==> src/rtl/lcg_pkg.sv <==
// ----------------------------------------------------------------------------
// lcg_pkg
// Shared types and constants of the linear congruential generator.
// ----------------------------------------------------------------------------
package lcg_pkg;

  localparam int unsigned VALUE_W    = 32;
  localparam int unsigned CFG_W      = 32;
  localparam int unsigned PROD_W     = 2 * VALUE_W;
  localparam int unsigned CNT_W      = $clog2(PROD_W);
  localparam int unsigned CFG_ADDR_W = 2;

  localparam logic [VALUE_W-1:0] MODULUS_RST    = VALUE_W'(9);
  localparam logic [VALUE_W-1:0] MULTIPLIER_RST = VALUE_W'(4);
  localparam logic [VALUE_W-1:0] INCREMENT_RST  = VALUE_W'(1);
  localparam logic [VALUE_W-1:0] SEED_RST       = '0;

  typedef enum logic [CFG_ADDR_W-1:0] {
    REG_MODULUS    = 2'd0,
    REG_MULTIPLIER = 2'd1,
    REG_INCREMENT  = 2'd2,
    REG_SEED       = 2'd3
  } cfg_reg_t;

  typedef enum logic [2:0] {
    S_IDLE,
    S_MUL,
    S_ADD,
    S_DIV,
    S_OUT
  } state_t;

  typedef struct packed {
    logic [VALUE_W-1:0] modulus;
    logic [VALUE_W-1:0] multiplier;
    logic [VALUE_W-1:0] increment;
    logic [VALUE_W-1:0] seed;
  } cfg_t;

  typedef struct packed {
    logic              start;
    logic [PROD_W-1:0] dividend;
    logic [VALUE_W-1:0] modulus;
  } mod_req_t;

  typedef struct packed {
    logic               done;
    logic [VALUE_W-1:0] remainder;
  } mod_rsp_t;

endpackage

==> src/rtl/lcg_in_if.sv <==
// ----------------------------------------------------------------------------
// lcg_in_if
// Tick channel: one word carries the restart flag.
// ----------------------------------------------------------------------------
interface lcg_in_if;
  logic valid;
  logic ready;
  logic restart;

  modport source (output valid, output restart, input ready);
  modport sink (input valid, input restart, output ready);
endinterface

==> src/rtl/lcg_out_if.sv <==
// ----------------------------------------------------------------------------
// lcg_out_if
// Result channel: one word carries the sequence value.
// ----------------------------------------------------------------------------
interface lcg_out_if;
  logic                        valid;
  logic                        ready;
  logic [lcg_pkg::VALUE_W-1:0] value;

  modport source (output valid, output value, input ready);
  modport sink (input valid, input value, output ready);
endinterface

==> src/rtl/lcg_cfg_regs.sv <==
// ----------------------------------------------------------------------------
// lcg_cfg_regs
// Configuration register file: modulus, multiplier, increment and seed.
// ----------------------------------------------------------------------------
module lcg_cfg_regs (
  input  logic                           clk,
  input  logic                           rst_n,
  input  logic                           cfg_we,
  input  logic [lcg_pkg::CFG_ADDR_W-1:0] cfg_addr,
  input  logic [lcg_pkg::CFG_W-1:0]      cfg_wdata,
  output lcg_pkg::cfg_t                  cfg
);

  lcg_pkg::cfg_t               cfg_r;
  logic [lcg_pkg::VALUE_W-1:0] wval;

  assign wval = cfg_wdata[lcg_pkg::VALUE_W-1:0];
  assign cfg  = cfg_r;

  always_ff @(posedge clk) begin
    if (!rst_n) begin
      cfg_r.modulus    <= lcg_pkg::MODULUS_RST;
      cfg_r.multiplier <= lcg_pkg::MULTIPLIER_RST;
      cfg_r.increment  <= lcg_pkg::INCREMENT_RST;
      cfg_r.seed       <= lcg_pkg::SEED_RST;
    end else if (cfg_we) begin
      unique case (lcg_pkg::cfg_reg_t'(cfg_addr))
        lcg_pkg::REG_MODULUS:    cfg_r.modulus    <= wval;
        lcg_pkg::REG_MULTIPLIER: cfg_r.multiplier <= wval;
        lcg_pkg::REG_INCREMENT:  cfg_r.increment  <= wval;
        lcg_pkg::REG_SEED:       cfg_r.seed       <= wval;
        default: ;
      endcase
    end
  end

endmodule

==> src/rtl/lcg_mod_unit.sv <==
// ----------------------------------------------------------------------------
// lcg_mod_unit
// Restoring remainder unit: reduces a double-width word by the modulus,
// one dividend bit per cycle.
// ----------------------------------------------------------------------------
module lcg_mod_unit (
  input  logic                clk,
  input  logic                rst_n,
  input  lcg_pkg::mod_req_t   req,
  output lcg_pkg::mod_rsp_t   rsp
);

  logic                        busy_r;
  logic                        done_r;
  logic [lcg_pkg::CNT_W-1:0]   cnt_r;
  logic [lcg_pkg::PROD_W-1:0]  dividend_r;
  logic [lcg_pkg::VALUE_W-1:0] rem_r;
  logic [lcg_pkg::VALUE_W-1:0] rem_nxt;
  logic [lcg_pkg::VALUE_W:0]   trial;
  logic [lcg_pkg::VALUE_W:0]   divisor;

  assign trial   = {rem_r, dividend_r[lcg_pkg::PROD_W-1]};
  assign divisor = {1'b0, req.modulus};

  always_comb begin
    if (trial >= divisor) begin
      rem_nxt = lcg_pkg::VALUE_W'(trial - divisor);
    end else begin
      rem_nxt = trial[lcg_pkg::VALUE_W-1:0];
    end
  end

  always_ff @(posedge clk) begin
    if (!rst_n) begin
      busy_r <= 1'b0;
      done_r <= 1'b0;
      cnt_r  <= '0;
    end else begin
      done_r <= busy_r && (cnt_r == '0);
      if (req.start) begin
        busy_r <= 1'b1;
        cnt_r  <= lcg_pkg::CNT_W'(lcg_pkg::PROD_W - 1);
      end else if (busy_r) begin
        cnt_r <= cnt_r - lcg_pkg::CNT_W'(1);
        if (cnt_r == '0) begin
          busy_r <= 1'b0;
        end
      end
    end
  end

  always_ff @(posedge clk) begin
    if (req.start) begin
      dividend_r <= req.dividend;
      rem_r      <= '0;
    end else if (busy_r) begin
      dividend_r <= {dividend_r[lcg_pkg::PROD_W-2:0], 1'b0};
      rem_r      <= rem_nxt;
    end
  end

  assign rsp.done      = done_r;
  assign rsp.remainder = rem_r;

endmodule

==> src/rtl/lcg_seq.sv <==
// ----------------------------------------------------------------------------
// lcg_seq
// Step sequencer: multiplies, adds the increment, hands a nonzero-modulus
// sum to the remainder unit and holds the current value and output register.
// ----------------------------------------------------------------------------
module lcg_seq (
  input  logic                        clk,
  input  logic                        rst_n,
  input  lcg_pkg::cfg_t               cfg,
  input  logic                        in_valid,
  output logic                        in_ready,
  input  logic                        in_restart,
  output logic                        out_valid,
  input  logic                        out_ready,
  output logic [lcg_pkg::VALUE_W-1:0] out_value,
  output lcg_pkg::mod_req_t           mod_req,
  input  lcg_pkg::mod_rsp_t           mod_rsp
);

  lcg_pkg::state_t             state_r;
  lcg_pkg::state_t             state_nxt;
  logic [lcg_pkg::VALUE_W-1:0] cur_r;
  logic [lcg_pkg::PROD_W-1:0]  prod_r;
  logic [lcg_pkg::PROD_W-1:0]  sum;
  logic                        out_valid_r;
  logic [lcg_pkg::VALUE_W-1:0] out_value_r;
  logic                        accept;
  logic                        mod_zero;
  logic                        out_free;
  logic                        load_out;
  logic                        div_start;

  assign accept   = in_valid && in_ready;
  assign mod_zero = (cfg.modulus == '0);
  assign out_free = !out_valid_r || out_ready;
  assign sum      = prod_r + lcg_pkg::PROD_W'(cfg.increment);

  always_comb begin
    state_nxt = state_r;
    unique case (state_r)
      lcg_pkg::S_IDLE: begin
        if (accept) begin
          state_nxt = in_restart ? lcg_pkg::S_OUT : lcg_pkg::S_MUL;
        end
      end
      lcg_pkg::S_MUL: state_nxt = lcg_pkg::S_ADD;
      lcg_pkg::S_ADD: state_nxt = mod_zero ? lcg_pkg::S_OUT : lcg_pkg::S_DIV;
      lcg_pkg::S_DIV: begin
        if (mod_rsp.done) begin
          state_nxt = lcg_pkg::S_OUT;
        end
      end
      lcg_pkg::S_OUT: begin
        if (out_free) begin
          state_nxt = lcg_pkg::S_IDLE;
        end
      end
      default: state_nxt = lcg_pkg::S_IDLE;
    endcase
  end

  always_comb begin
    in_ready  = (state_r == lcg_pkg::S_IDLE);
    div_start = (state_r == lcg_pkg::S_ADD) && !mod_zero;
    load_out  = (state_r == lcg_pkg::S_OUT) && out_free;
  end

  always_ff @(posedge clk) begin
    if (!rst_n) begin
      state_r     <= lcg_pkg::S_IDLE;
      out_valid_r <= 1'b0;
      cur_r       <= '0;
    end else begin
      state_r <= state_nxt;
      if (load_out) begin
        out_valid_r <= 1'b1;
      end else if (out_ready) begin
        out_valid_r <= 1'b0;
      end
      if (accept && in_restart) begin
        cur_r <= cfg.seed;
      end else if ((state_r == lcg_pkg::S_ADD) && mod_zero) begin
        cur_r <= sum[lcg_pkg::VALUE_W-1:0];
      end else if ((state_r == lcg_pkg::S_DIV) && mod_rsp.done) begin
        cur_r <= mod_rsp.remainder;
      end
    end
  end

  always_ff @(posedge clk) begin
    if (state_r == lcg_pkg::S_MUL) begin
      prod_r <= lcg_pkg::PROD_W'(cfg.multiplier) * lcg_pkg::PROD_W'(cur_r);
    end
    if (load_out) begin
      out_value_r <= cur_r;
    end
  end

  always_comb begin
    mod_req.start    = div_start;
    mod_req.dividend = sum;
    mod_req.modulus  = cfg.modulus;
  end

  assign out_valid = out_valid_r;
  assign out_value = out_value_r;

endmodule

==> src/rtl/linear_congruential_generator.sv <==
// ----------------------------------------------------------------------------
// linear_congruential_generator
// Mixed linear congruential generator, value = (a * value + c) mod m.
//
// Usage: the modulus, multiplier, increment and seed are written through the
// cfg_ port (index 0 to 3) while the block is idle. Each word on the in_if
// channel is one tick: with restart set the seed is loaded and returned,
// otherwise the sequence advances one step and the new value is returned
// as one word on the out_if channel. A zero modulus wraps at 2^32.
// Steps: a restart word loads the seed into the current value, which then goes
// to the output register. An advance passes the multiply, the add, the
// restoring remainder unit that reduces the exact 64-bit sum one bit per cycle,
// the taking of the remainder and the load of the output register. A zero
// modulus skips the remainder unit. Only one word is in work at a time: the
// input is ready again in the cycle after the output register is loaded.
// Reset: the registers return to modulus 9, multiplier 4, increment 1 and
// seed 0, and the current value is cleared to 0.
// Stall: a finished word waits in the output register; the sequencer holds
// its result until the register is free and takes no new tick meanwhile.
// ----------------------------------------------------------------------------
module linear_congruential_generator (
  input  logic                           clk,
  input  logic                           rst_n,
  lcg_in_if.sink                         in_if,
  lcg_out_if.source                      out_if,
  input  logic                           cfg_we,
  input  logic [lcg_pkg::CFG_ADDR_W-1:0] cfg_addr,
  input  logic [lcg_pkg::CFG_W-1:0]      cfg_wdata
);

  lcg_pkg::cfg_t     cfg;
  lcg_pkg::mod_req_t mod_req;
  lcg_pkg::mod_rsp_t mod_rsp;

  lcg_cfg_regs u_cfg_regs (
    .clk       (clk),
    .rst_n     (rst_n),
    .cfg_we    (cfg_we),
    .cfg_addr  (cfg_addr),
    .cfg_wdata (cfg_wdata),
    .cfg       (cfg)
  );

  lcg_mod_unit u_mod_unit (
    .clk   (clk),
    .rst_n (rst_n),
    .req   (mod_req),
    .rsp   (mod_rsp)
  );

  lcg_seq u_seq (
    .clk        (clk),
    .rst_n      (rst_n),
    .cfg        (cfg),
    .in_valid   (in_if.valid),
    .in_ready   (in_if.ready),
    .in_restart (in_if.restart),
    .out_valid  (out_if.valid),
    .out_ready  (out_if.ready),
    .out_value  (out_if.value),
    .mod_req    (mod_req),
    .mod_rsp    (mod_rsp)
  );

endmodule

==> src/flat_wrapper.sv <==
// flat-port wrapper written by rule: the top's interface ports become plain ports
module linear_congruential_generator_flat 
  (clk, rst_n, cfg_we, cfg_addr, cfg_wdata, in_if_valid, in_if_restart, in_if_ready, out_if_valid, out_if_value, out_if_ready);
  lcg_in_if in_if_i ();
  lcg_out_if out_if_i ();
  input  logic clk;
  input  logic rst_n;
  input  logic cfg_we;
  input  logic [lcg_pkg::CFG_ADDR_W-1:0] cfg_addr;
  input  logic [lcg_pkg::CFG_W-1:0] cfg_wdata;
  input wire logic [$bits(in_if_i.valid)-1:0] in_if_valid;
  input wire logic [$bits(in_if_i.restart)-1:0] in_if_restart;
  output wire logic [$bits(in_if_i.ready)-1:0] in_if_ready;
  output wire logic [$bits(out_if_i.valid)-1:0] out_if_valid;
  output wire logic [$bits(out_if_i.value)-1:0] out_if_value;
  input wire logic [$bits(out_if_i.ready)-1:0] out_if_ready;
  assign in_if_i.valid = in_if_valid;
  assign in_if_i.restart = in_if_restart;
  assign in_if_ready = in_if_i.ready;
  assign out_if_valid = out_if_i.valid;
  assign out_if_value = out_if_i.value;
  assign out_if_i.ready = out_if_ready;
  linear_congruential_generator u_core (.clk(clk), .rst_n(rst_n), .in_if(in_if_i), .out_if(out_if_i), .cfg_we(cfg_we), .cfg_addr(cfg_addr), .cfg_wdata(cfg_wdata));
endmodule
==> config.mk <==
export PLATFORM = sky130hd
export DESIGN_NAME = linear_congruential_generator_flat
export DESIGN_NICKNAME = d
export VERILOG_FILES = /design/src/rtl/lcg_pkg.sv /design/src/rtl/lcg_in_if.sv /design/src/rtl/lcg_out_if.sv /design/src/rtl/lcg_cfg_regs.sv /design/src/rtl/lcg_mod_unit.sv /design/src/rtl/lcg_seq.sv /design/src/rtl/linear_congruential_generator.sv /design/src/flat_wrapper.sv
export SDC_FILE = /design/constraint.sdc
export NUM_CORES = 2
export LEC_CHECK = 0
export BUFFER_PORTS_ARGS = -buffer_cell sky130_fd_sc_hd__buf_2
export CORE_MARGIN = 5
export CORE_UTILIZATION = 50
export CTS_CLUSTER_SIZE = 20
export DETAILED_ROUTE_END_ITERATION = 8
export PLACE_DENSITY_LB_ADDON = 0.15
export SLEW_MARGIN = 20
export SYNTH_ARGS = -nofsm -noshare
export SYNTH_HDL_FRONTEND = slang
export SYNTH_SLANG_ARGS = --single-unit
==> constraint.sdc <==
create_clock -name clk -period 15.3 [get_ports clk]
set_input_delay 3.825 -clock clk [delete_from_list [all_inputs] [get_ports clk]]
set_output_delay 3.825 -clock clk [all_outputs]
set_load 0.01 [all_outputs]
# ---- Word level (Yosys, flattened, before mapping)
# Index checks and enable logic that the tools add are counted.
dict set report classes {
  n_eq_ne 10
  reduce_logical 22
  order_cmp 1
  multipliers 1
  add_sub_neg 3
  muxes 19
}
# op count
set op_table {}
lappend op_table {{$mux 32} 4}
lappend op_table {{$mux 64} 2}
lappend op_table {{$add 64x32->64} 1}
lappend op_table {{$mul 32x32->64} 1}
lappend op_table {{$ge 33x32->1} 1}
lappend op_table {{$logic_not 32->1} 1}
lappend op_table {{$sub 32x32->32} 1}
lappend op_table {{$mux 3} 5}
lappend op_table {{$pmux 3 s5} 1}
lappend op_table {{$mux 6} 2}
lappend op_table {{$reduce_and 2->1} 4}
lappend op_table {{$logic_and 1x1->1} 7}
lappend op_table {{$eq 3x2->1 const B} 2}
lappend op_table {{$logic_not 6->1} 1}
lappend op_table {{$sub 6x1->6 const B} 1}
lappend op_table {{$mux 1} 5}
lappend op_table {{$eq 2x2->1 const B} 2}
lappend op_table {{$ne 2x1->1 const B} 2}
lappend op_table {{$reduce_bool 2->1} 2}
lappend op_table {{$eq 3x1->1 const B} 1}
lappend op_table {{$eq 3x3->1 const B} 1}
lappend op_table {{$logic_not 3->1} 1}
lappend op_table {{$reduce_and 3->1} 1}
lappend op_table {{$reduce_bool 3->1} 1}
lappend op_table {{other kinds (5)} 6}
dict set report totals {
  reg_bits 364
  wordCells 70
  inputBits 40
  out_inout_bits 34
}

# ---- Logic depth before layout (Yosys ltp)
dict set report logic_depth {
  ltp_word 5
  mapped_depth 28
  depth_no_buf 26
}

# ---- Cells and area by module
# Synthesis repeated with hierarchy kept, for this count alone.
dict set report unflattened {
  cells_unflattened 5511
  hier_area_um2 51857.2
}
# module area_each_um2 n_inst cells_each
set by_module_without_submodules {}
lappend by_module_without_submodules {lcg_seq 40593.9 1 4394}
lappend by_module_without_submodules {lcg_mod_unit 6517.5 1 659}
lappend by_module_without_submodules {lcg_cfg_regs 4745.8 1 458}

# ---- Worst setup path after synthesis
# Ideal clock, no wire load.
dict set report synth_timing {
  path_kind {register to register}
  from {register u_core.u_cfg_regs.cfg_r, in the netlist u_core.u_cfg_regs.cfg[94]}
  to {register u_core.u_seq.prod_r[55] in the netlist's numbering, data pin}
  setup_slack_ps 7788
  n_path_buf 2
  period_less_slack_ps 7512
  stages_incl_launch_ff 28
  arrival_time_ps 7247
  cell_sequence {dfxtp_1 clkbuf_1 nand2_1 fa_1 inv_1 fa_1 fa_1 inv_1 fa_1 inv_1 fa_1 fa_1 fa_1 inv_1 fa_1 inv_1 ha_1 clkbuf_1 and4_1 and2_1 a22o_1 o31ai_1 o21ai_1 a41o_1 a311o_1 a21oi_2 o21bai_1 xor2_1}
}
dict set report synth_between {
  elab_chain_len 1
}
# element line
set synth_lines {}
lappend synth_lines {{from (decl)} lcg_cfg_regs.sv:14} ;# lcg_pkg::cfg_t cfg_r;
lappend synth_lines {{$mul 32x32->64} lcg_seq.sv:92} ;# prod_r <= lcg_pkg::PROD_W'(cfg.multiplier) * lcg_pkg::PROD_W'(cur_r);
lappend synth_lines {{to (signal assigned)} lcg_seq.sv:92}
lappend synth_lines {{to (decl)} lcg_seq.sv:23} ;# logic [lcg_pkg::PROD_W-1:0] prod_r;
# No other way between the ends.
# A chain may end at the register's enable or synchronous reset.

# ---- Final worst setup path
dict set report layout_timing {
  from {register u_core.u_cfg_regs.cfg_r, in the netlist u_core.u_cfg_regs.cfg[79]}
  to {register u_core.u_seq.prod_r[56] in the netlist's numbering, data pin}
}
# Same word-level chain as after synthesis.

==> flow_metrics.env <==
export IMPL_use_met3_pct=3.24
export IMPL_coreArea_mm2=0.101
export IMPL_ios=74
export IMPL_synth_area_leader_cell="fa_1"
export IMPL_post_place_cells=6792
export IMPL_die_h_um=329
export IMPL_grtUsageMet2_pct=46.6
export IMPL_die_area_mm2=0.108
export IMPL_post_cts_resized=0
export IMPL_tightestPinTransition_ps=1120
export IMPL_ant_nets=0
export IMPL_power_density_mw_per_mm2=58.2
export IMPL_synth_fp_nets=6868
export IMPL_cp_max_fo=25
export IMPL_synth_yosys_seq_area_share_pct=17.5
export IMPL_p_int_uw=2040
export IMPL_layout_drive_gt1_share_pct=4.60
export IMPL_switchingPower_uw=1080
export IMPL_route_detailed_drc=0
export IMPL_outcome="complete, no violations"
export IMPL_rows=117
export IMPL_grt_pass1_vias=39536
export IMPL_min_path_type="flop to flop"
export IMPL_gr_total_overflow=0
export IMPL_post_cts_setup_buffer_count=0
export IMPL_swShare_pct=34.6
export IMPL_required_ps=15580
export IMPL_grtUsageTotal_pct=26.8
export IMPL_synth_ff_type="dfxtp_1"
export IMPL_area_growth_pct=5.38
export IMPL_period_needed_ps=8660
export IMPL_holdBufCountCts=0
export IMPL_synth_warning_count=0
export IMPL_maxCapViolCount=0
export IMPL_drt_iter0_markers=2606
export IMPL_vias_per_cell=5.52
export IMPL_skew_ps=20.2
export IMPL_power_share_combinational_pct=31.3
export IMPL_fmax_mhz=116
export IMPL_num_vias=37892
export IMPL_synth_top_area_share_pct=35.4
export IMPL_port_buffers=73
export IMPL_cp_arrival_ps=8930
export IMPL_place_congestion=0.927
export IMPL_netlist_area_mm2=0.0508
export IMPL_syn_inst=5601
export IMPL_post_dp_hpwl_mm=104
export IMPL_drt_wl_total_mm=143
export IMPL_clockBufferDepth=3
export IMPL_synth_most_common_cell="inv_1"
export IMPL_cts_buffers=39
export IMPL_grt_busiest_layer="met2"
export IMPL_path_clk_slew_ps=70
export IMPL_p_clk_share_pct=30.6
export IMPL_maxSlewHeadroom_pct=25.0
export IMPL_ir_drop_mv=0.113
export IMPL_grt_max_degree=108
export IMPL_rsz0062_at_grt="no"
export IMPL_power_frac_seq_pct=38.1
export IMPL_cts_sinks=364
export IMPL_clock_root_buffer="clkbuf_16"
export IMPL_finalSetupTns_ps=0
export IMPL_fin_crit_sh_pct=56.6
export IMPL_synth_edf_count=160
export IMPL_cts_htree_levels=2
export IMPL_drv_slew=0
export IMPL_die_w_um=329
export IMPL_synth_distinct_cells=80
export IMPL_synth_area_leaders="fa_1 (35%), edfxtp_1 (9.5%), ha_1 (8.1%)"
export IMPL_wl_per_cell_um=20.8
export IMPL_fin_nets=6733
export IMPL_cts_tree="done"
export IMPL_setup_viol=0
export IMPL_dr_pass1_iters=6
export IMPL_path_class="flop to flop"
export IMPL_leakage_uw=0.0254
export IMPL_hold_viol=0
export IMPL_final_cells=6865
export IMPL_ys_top_cells_by_count="inv_1 (925), fa_1 (898), nand2_1 (871), and2_1 (611), ha_1 (329)"
export IMPL_use_met1_pct=35.2
export IMPL_grt_pass1_wl_mm=226
export IMPL_initial_core_util_pct=50.2
export IMPL_startpoint_type="flop"
export IMPL_avgSynthCellArea_um2=9.07
export IMPL_async_flop_share_pct=0
export IMPL_antenna_found_initial=4
export IMPL_synth_seq_cells=364
export IMPL_endpoint_kind="flop"
export IMPL_clkLatencyLatePin_ps=540
[sequential cells by signal, summed over array words and instances (netlist names)]
name / flops
u_core.u_mod_unit.rem_r: 32
u_core.u_mod_unit.dividend_r: 64
u_core.u_seq.state_r: 3
u_core.u_seq.prod_r: 64
u_core.u_mod_unit.busy_r: 1
u_core.u_seq.cur_r: 32
u_core.u_seq.out_value: 32
u_core.u_cfg_regs.cfg: 128
u_core.u_mod_unit.cnt_r: 6
u_core.u_seq.out_valid: 1
u_core.u_mod_unit.done_r: 1
[per-layer routing]
| metal | share of wire (%) | up-vias |
|---|---|---|
| li1 | - | 17099 |
| met4 | 3.4 | 0 |
| met3 | 5.5 | 284 |
| met2 | 50 | 1192 |
| met1 | 41 | 19317 |
| met5 | 0 | - |
[metrics by stage]
step | setup WS, ps | total power (uW) | instance area, um2 | hold slack (ps) | utilization [%]
2_1_floorplan | 7790 | 1930 | 50800 | 436 | -
6_report | 6640 | 3120 | 53500 | 457 | 52.9
3_3_place_gp | 6990 | 2160 | 52300 | 442 | 51.6
3_5_place_dp | 6860 | 2170 | 52300 | 447 | 51.6
5_1_grt | 6400 | 3280 | 53500 | 466 | 52.8
4_1_cts | 6830 | 3120 | 53500 | 456 | 52.8
[area by class of cell]
class	count	area (um2)
clock inverters	11	65.1
multi-input cells	3983	37200
well taps	1368	1710
flip-flops and latches	364	8890
clock buffers	60	1200
fillers	9619	47800
inverters	925	3470
repair buffers	153	978
diodes	1	2.50
[critical path, cell delays in order, from the launching register on]
cell and delay, ps:
dfxtp_1 520, buf_4 400, and2_1 210, fa_1 420, inv_1 80, fa_1 430
fa_1 480, fa_1 540, inv_1 50, fa_1 490, inv_1 50, fa_1 540
inv_1 50, fa_1 380, fa_1 470, ha_1 360, a21oi_1 240, o21ai_0 150
or2_1 300, nor2_1 150, a2111oi_0 160, a211oi_1 740, o21ai_1 360, a31oi_1 340
nor4b_1 90, a311o_1 320
[power groups by stage]
stage	Sequential (uW)	Clock, uW	Combinational, uW
6_report	1190	953	976
3_3_place_gp	1210	0	954
5_1_grt	1200	1010	1080
3_5_place_dp	1210	0	959
4_1_cts	1190	969	966
2_1_floorplan	1180	0	745
[cells by family after synthesis]
kind of cell	count (synthesis)	share of synthesized area, %
simple gates	1847	17.7
compound gates	729	8.76
mux	27	0.534
flops	364	17.5
fa+ha+maj	1227	43.5
xor+xnor	153	2.64
buf+inv	1254	9.34
[final timing paths]
check / end / startpoint / depth (start not counted) / slack (ps)
max reg2reg: u_core.u_seq.prod_r[56] / u_core.u_cfg_regs.cfg[79] / 25 / 6640
min: u_core.u_cfg_regs.cfg[34] / u_core.u_cfg_regs.cfg[34] / 2 / 460
max: u_core.u_seq.prod_r[56] / u_core.u_cfg_regs.cfg[79] / 25 / 6640
min reg2reg: u_core.u_cfg_regs.cfg[34] / u_core.u_cfg_regs.cfg[34] / 2 / 460
[cell usage in the layout, fill, tap and decap left out, drive strengths merged, types with 24 or more instances in the layout]
cell | synthesis | final
inv | 925 | 928
fa | 898 | 898
nand2 | 871 | 871
and2 | 614 | 614
ha | 329 | 329
a21oi | 294 | 294
dfxtp | 204 | 204
o21ai | 176 | 176
edfxtp | 160 | 160
buf | 15 | 153
nor2 | 131 | 131
xnor2 | 93 | 93
a21o | 75 | 75
xor2 | 60 | 60
clkbuf | 314 | 60
nand3 | 53 | 53
nand4 | 30 | 30
and3 | 29 | 29
nor3 | 28 | 28
mux2i | 26 | 26
a211oi | 24 | 24
Power figures use the tool's default switching activity.
